`config.mk`:
```
export PLATFORM = sky130hd
export DESIGN_NAME = dllm_link_ram
export DESIGN_NICKNAME = d
export VERILOG_FILES = /design/src/dllm_link_ram.sv
export SDC_FILE = /design/constraint.sdc
export NUM_CORES = 2
export LEC_CHECK = 0
export ABC_CLOCK_PERIOD_IN_PS = 6200
export BUFFER_PORTS_ARGS = -buffer_cell sky130_fd_sc_hd__buf_2
export CORE_MARGIN = 5
export CORE_UTILIZATION = 40
export CTS_CLUSTER_DIAMETER = 200
export DETAILED_ROUTE_END_ITERATION = 7
export GPL_TIMING_DRIVEN = 0
export SYNTH_ARGS = -nofsm -noshare
export SYNTH_HDL_FRONTEND = slang
export SYNTH_SLANG_ARGS = --single-unit
```
`constraint.sdc`:
```
create_clock -name clk -period 6.2 [get_ports clk]
set_input_delay 1.24 -clock clk [delete_from_list [all_inputs] [get_ports clk]]
set_output_delay 1.24 -clock clk [all_outputs]
set_load 0.02 [all_outputs]
```
`src/dllm_link_ram.sv`:
```
// ----------------------------------------------------------------------------
// Link table memory
// One-write, one-read synchronous memory with a registered read port.
// ----------------------------------------------------------------------------
`timescale 1ns / 1ps

module dllm_link_ram #(
  parameter int DEPTH = 256,
  parameter int WIDTH = 9,
  parameter int AW    = 8
) (
  input  logic             clk,
  input  logic             we,
  input  logic [AW-1:0]    waddr,
  input  logic [WIDTH-1:0] wdata,
  input  logic             re,
  input  logic [AW-1:0]    raddr,
  output logic [WIDTH-1:0] rdata
);

  logic [WIDTH-1:0] mem [DEPTH];
  logic [WIDTH-1:0] rdata_r;

  // Write port and registered read port.
  always_ff @(posedge clk) begin
    if (we) begin
      mem[waddr] <= wdata;
    end
    if (re) begin
      rdata_r <= mem[raddr];
    end
  end

  assign rdata = rdata_r;

endmodule

```
# After elaboration in Yosys (flattened, before gate mapping)
# Memory sizes are Yosys's and may differ from the RTL's. A register that Yosys moved wholly into a read port is not among the register bits.
# Index checks and enable logic that the tools add are counted.
# W data, S select, Z words.
[op_classes] n_mux=2
[op_table] cell="$mux W1" n=2
[word_totals] register_bits=0 mem_count=1 in_bits=28 ramBits=2304
[mem_list] name="mem" depth=256 width=9 read_ports=1 rd_ports_with_merged_regs=1 wr=1 line_no="21" text="logic [WIDTH-1:0] mem [DEPTH];"

# Longest topological paths before layout
[logic_depth] word_depth=2 depth_mapped=11 ltp_nobuf=6

# Worst setup path after synthesis
# OpenSTA, ideal clock, no wires.
[synth_path] path_type="input port to flip-flop" start="input port raddr[0]" end="register rdata_r[7], in the netlist rdata[7] (read register of mem) (data pin)" setup_time_ns=0.265 path_stages=9 arrival_time_ns=2.938 path_buffers=4 setup_slack_ns=2.998 required_ns=5.935 path_cell_list="buf_6 buf_12 buf_6 buf_6 mux4_2 a22oi_1 a21oi_1 nor4_1 nor3_1"
[synth_rtl] element="from (decl)" line_no="17" text="input logic [AW-1:0] raddr,"
[synth_rtl] element="to (decl)" line_no="22" text="logic [WIDTH-1:0] rdata_r;"

==> results_tabular.tex <==
\begin{tabular}{lr}
\hline
Metric & Value \\
\hline
\multicolumn{2}{l}{\textbf{Logic synthesis}} \\
Sequential area share after synthesis & 77.7\% \\
Post-synth net total & 4,265 \\
Number of standard cells after synthesis & 4,237 \\
Number of distinct library cells after synthesis & 56 \\
Post-synthesis cell type with the largest combined area & sky130\_fd\_sc\_hd\_\_edfxtp\_1 \\
Post-Syn Area per Cell & 21.1 um\^{}2 \\
Post-synth EDFFs & 2,313 \\
Area of the mapped netlist & 89,400 um\^{}2 \\
Number of flip-flops and latches in the synthesized netlist & 2,313 \\
Synth Warn \# & 0 \\
Portion of synthesized cell area occupied by the leading cell type & 77.7\% \\
Dominant cells by area after synthesis & sky130\_fd\_sc\_hd\_\_edfxtp\_1, sky130\_fd\_sc\_hd\_\_mux4\_2, sky130\_fd\_sc\_hd\_\_mux2i\_1 \\
Share of async-settable or async-resettable flops after synthesis & 0\% \\
Top-count cell post-synth & sky130\_fd\_sc\_hd\_\_edfxtp\_1 \\
Synth top cells by count & sky130\_fd\_sc\_hd\_\_edfxtp\_1, sky130\_fd\_sc\_hd\_\_mux4\_2, sky130\_fd\_sc\_hd\_\_nor2\_1, sky130\_fd\_sc\_hd\_\_mux2i\_1, sky130\_fd\_sc\_hd\_\_a22oi\_1 \\
Commonest register cell after synthesis & sky130\_fd\_sc\_hd\_\_edfxtp\_1 \\
\multicolumn{2}{l}{\textbf{Place}} \\
Dpl cell area & 93,800 um\^{}2 \\
HPWL after DPL & 194,000 um \\
Count of buffers from port buffering & 28 \\
Count of placed standard cells including taps & 7,257 \\
Post-placement setup slack & -330 ps \\
RD Place Congestion & 0.987 \\
\multicolumn{2}{l}{\textbf{Timing}} \\
Final setup vio count & 0 \\
Fin. Hold Viols & 0 \\
Max-slew headroom at the worst pin & -8.05\% \\
Worst hold slack & 694 ps \\
RSZ-0062 raised after global routing & no \\
Final setup skew & 65.3 ps \\
Highest clock frequency the design can meet & 166 MHz \\
Worst setup slack after layout & 159 ps \\
Post-route fraction of the period consumed by the critical path & 97.4\% \\
Shortest clock period the worst path allows after layout & 6040 ps \\
Max-slew violation count & 20 \\
Least-Margin Pin Slew & 1610 ps \\
\multicolumn{2}{l}{\textbf{Die}} \\
Die footprint & 233,000 um\^{}2 \\
Die outline height & 483 um \\
Cell row count & 173 \\
Core Footprint & 222,000 um\^{}2 \\
Num ports & 37 \\
Die width & 483 um \\
Initial standard-cell utilization of the core & 40.2\% \\
\multicolumn{2}{l}{\textbf{Clock tree}} \\
Buffers from clock root to sink, at most & 3 \\
Post-CTS setup buffer count & 0 \\
Number of buffers added by the clock tree synthesis step & 226 \\
Clk sinks & 2,313 \\
Clock tree from TritonCTS & yes \\
Clock tree root driver cell & sky130\_fd\_sc\_hd\_\_clkbuf\_16 \\
Clock latency on the worst-skew pair & 900 ps \\
Clock slew at reported path FFs & 60 ps \\
Post-cts sizing count & 0 \\
Cts-stage hold buffer count & 0 \\
Clock H-tree levels & 4 \\
\multicolumn{2}{l}{\textbf{Setup path}} \\
CP startpoint kind & input pin \\
Worst-path fanout max & 10 \\
Data arrival time at the worst-slack endpoint & 6610 ps \\
Startpoint of the worst register-to-register path & mem[83][7] \\
Endpoint type of the worst setup path & register \\
Required time worst endpoint & 6770 ps \\
Reg2reg setup slack & 2230 ps \\
Critical path start-end classification & input pin to register \\
Setup crit start & raddr[1] \\
\multicolumn{2}{l}{\textbf{Power and ir drop}} \\
Power density of the placed cells & 323 nW/um\^{}2 \\
Clock power frac & 41.2\% \\
Worst VDD drop & 0.335 mV \\
Sw power & 0.00745 W \\
Power share of the combinational group & 5.9\% \\
Sequential group share of total power & 53.0\% \\
P\_int & 0.0251 W \\
Total power consumption of the routed design & 0.0326 W \\
Pleak & 30.9 nW \\
Switching power as a share of total power & 22.9\% \\
\multicolumn{2}{l}{\textbf{GRT}} \\
Overflow after GRT & 0 \\
Via count of the first global-routing pass & 45,587 \\
Pin count of the biggest net entering global routing & 153 \\
Overall fraction of global-route tracks in use & 24.9\% \\
Global-route wire length before repair & 393,000 um \\
Initial antenna violation count & 35 \\
\multicolumn{2}{l}{\textbf{Drt}} \\
Top routing layer in use & met5 \\
Wire length reported by the detailed router & 293,000 um \\
WL/cell & 38.2 um \\
Initial DRT Pass Iterations & 8 \\
DRC violation count after routing & 0 \\
Final ANT Viol Nets & 0 \\
M1 wire length & 108,000 um \\
Met2 WL post-DR & 131,000 um \\
Met3 wire length & 38,000 um \\
Number of DRC violations after detailed-routing iteration 0 & 8,211 \\
Via-to-Cell Ratio & 6.22 \\
Vias & 47,838 \\
\multicolumn{2}{l}{\textbf{Final layout}} \\
Layout Cell Area excl Fill & 101,000 um\^{}2 \\
Growth of design area from synthesis to finish & 13.0\% \\
Nets & 4,540 \\
Layout cells sized above 1 & 21.4\% \\
Final cell count without fillers & 7,685 \\
\multicolumn{2}{l}{\textbf{Hold path}} \\
Hold path start & re \\
Type of the tightest min-delay check & input pin to register \\
\multicolumn{2}{l}{\textbf{Run}} \\
Max cap viols & 10 \\
\multicolumn{2}{l}{\textbf{Outcome}} \\
Status & finished with violations \\
Violations in the final reports & capacitance limit, slew limit \\
\hline
\end{tabular}
-- layout make-up --
cell class                 count  area [um^2]
clock inverter               134         1280
fill                       18595       121000
inverter                       2         7.51
buffer                       259         1580
antenna                       19         47.5
sequential                  2313        69500
tap                         2975         3720
clock buffer                 273         5850
timing repair buffer          47          641
multi-input combinational   1663        18400
-- stage by stage --
step           util [%]  TNS (ps)
2_1_floorplan         -         0
3_3_place_gp       41.9     -3280
3_5_place_dp       42.2      -859
4_1_cts            45.4         0
5_1_grt            45.4         0
6_report           45.4         0
-- layout by cell type, fill, tap and decap left out, types with 21 or more instances in the layout --
cell and n:
sky130_fd_sc_hd__a211oi_1 26, sky130_fd_sc_hd__buf_4 30, sky130_fd_sc_hd__clkbuf_16 227, sky130_fd_sc_hd__o221ai_1 35, sky130_fd_sc_hd__nor4_1 26, sky130_fd_sc_hd__a22oi_1 174
sky130_fd_sc_hd__edfxtp_1 2313, sky130_fd_sc_hd__nor2_1 297, sky130_fd_sc_hd__mux4_2 467, sky130_fd_sc_hd__buf_8 25, sky130_fd_sc_hd__nand3_1 31, sky130_fd_sc_hd__nor3_1 21
sky130_fd_sc_hd__nand2_1 40, sky130_fd_sc_hd__clkinv_2 37, sky130_fd_sc_hd__buf_2 76, sky130_fd_sc_hd__mux2i_1 177, sky130_fd_sc_hd__mux2_2 21, sky130_fd_sc_hd__clkinv_1 56
sky130_fd_sc_hd__nor2b_1 28, sky130_fd_sc_hd__a21oi_1 98, sky130_fd_sc_hd__buf_6 26, sky130_fd_sc_hd__clkbuf_1 147, sky130_fd_sc_hd__o21ai_0 31, sky130_fd_sc_hd__o22ai_1 65
-- registers in the layout, summed over array words and instances (netlist names) --
name   flops
mem     2304
rdata      9
-- power groups by stage --
| stage | combinational, W | clock [W] | sequential [W] |
|---|---|---|---|
| after global routing | 0.00193 | 0.0141 | 0.0172 |
| after global placement | 0.00181 | 0 | 0.0177 |
| after CTS | 0.00186 | 0.0135 | 0.0173 |
| after detailed placement | 0.00186 | 0 | 0.0176 |
| final | 0.00192 | 0.0134 | 0.0173 |
| after floorplan | 0.000818 | 0 | 0.0176 |
-- logic make-up (layout without fill, tap and decap cells) --
| family | after synthesis | count (layout) | synth area share, % |
|---|---|---|---|
| other cells | 0 | 19 | 0 |
| simple gates | 500 | 500 | 2.50 |
| mux | 674 | 674 | 14.3 |
| flops | 2313 | 2313 | 77.7 |
| buf+inv | 261 | 715 | 1.75 |
| compound gates | 489 | 489 | 3.75 |
-- critical path, stage by stage --
cell and delay [ps]:
sky130_fd_sc_hd__buf_2 400, sky130_fd_sc_hd__buf_4 390, sky130_fd_sc_hd__buf_2 780, sky130_fd_sc_hd__buf_2 690, sky130_fd_sc_hd__mux4_2 410, sky130_fd_sc_hd__a221oi_1 1160, sky130_fd_sc_hd__o32ai_1 430, sky130_fd_sc_hd__o22ai_1 820
sky130_fd_sc_hd__nor3_1 210
-- layer usage --
metal / vias up / track usage [%]
met5: - / 0
met4: 14 / 12.2
met3: 652 / 8.04
met2: 3473 / 36.8
met1: 25320 / 33.3
li1: 18379 / -
-- final timing paths --
check | end | cells past startpoint
worst max-delay path | rdata[7] | 9
worst min-delay path | rdata[3] | 1
worst max register to register | rdata[7] | 6
worst min register to register | rdata[7] | 6
No activity file was read; power rests on OpenSTA's default activity.
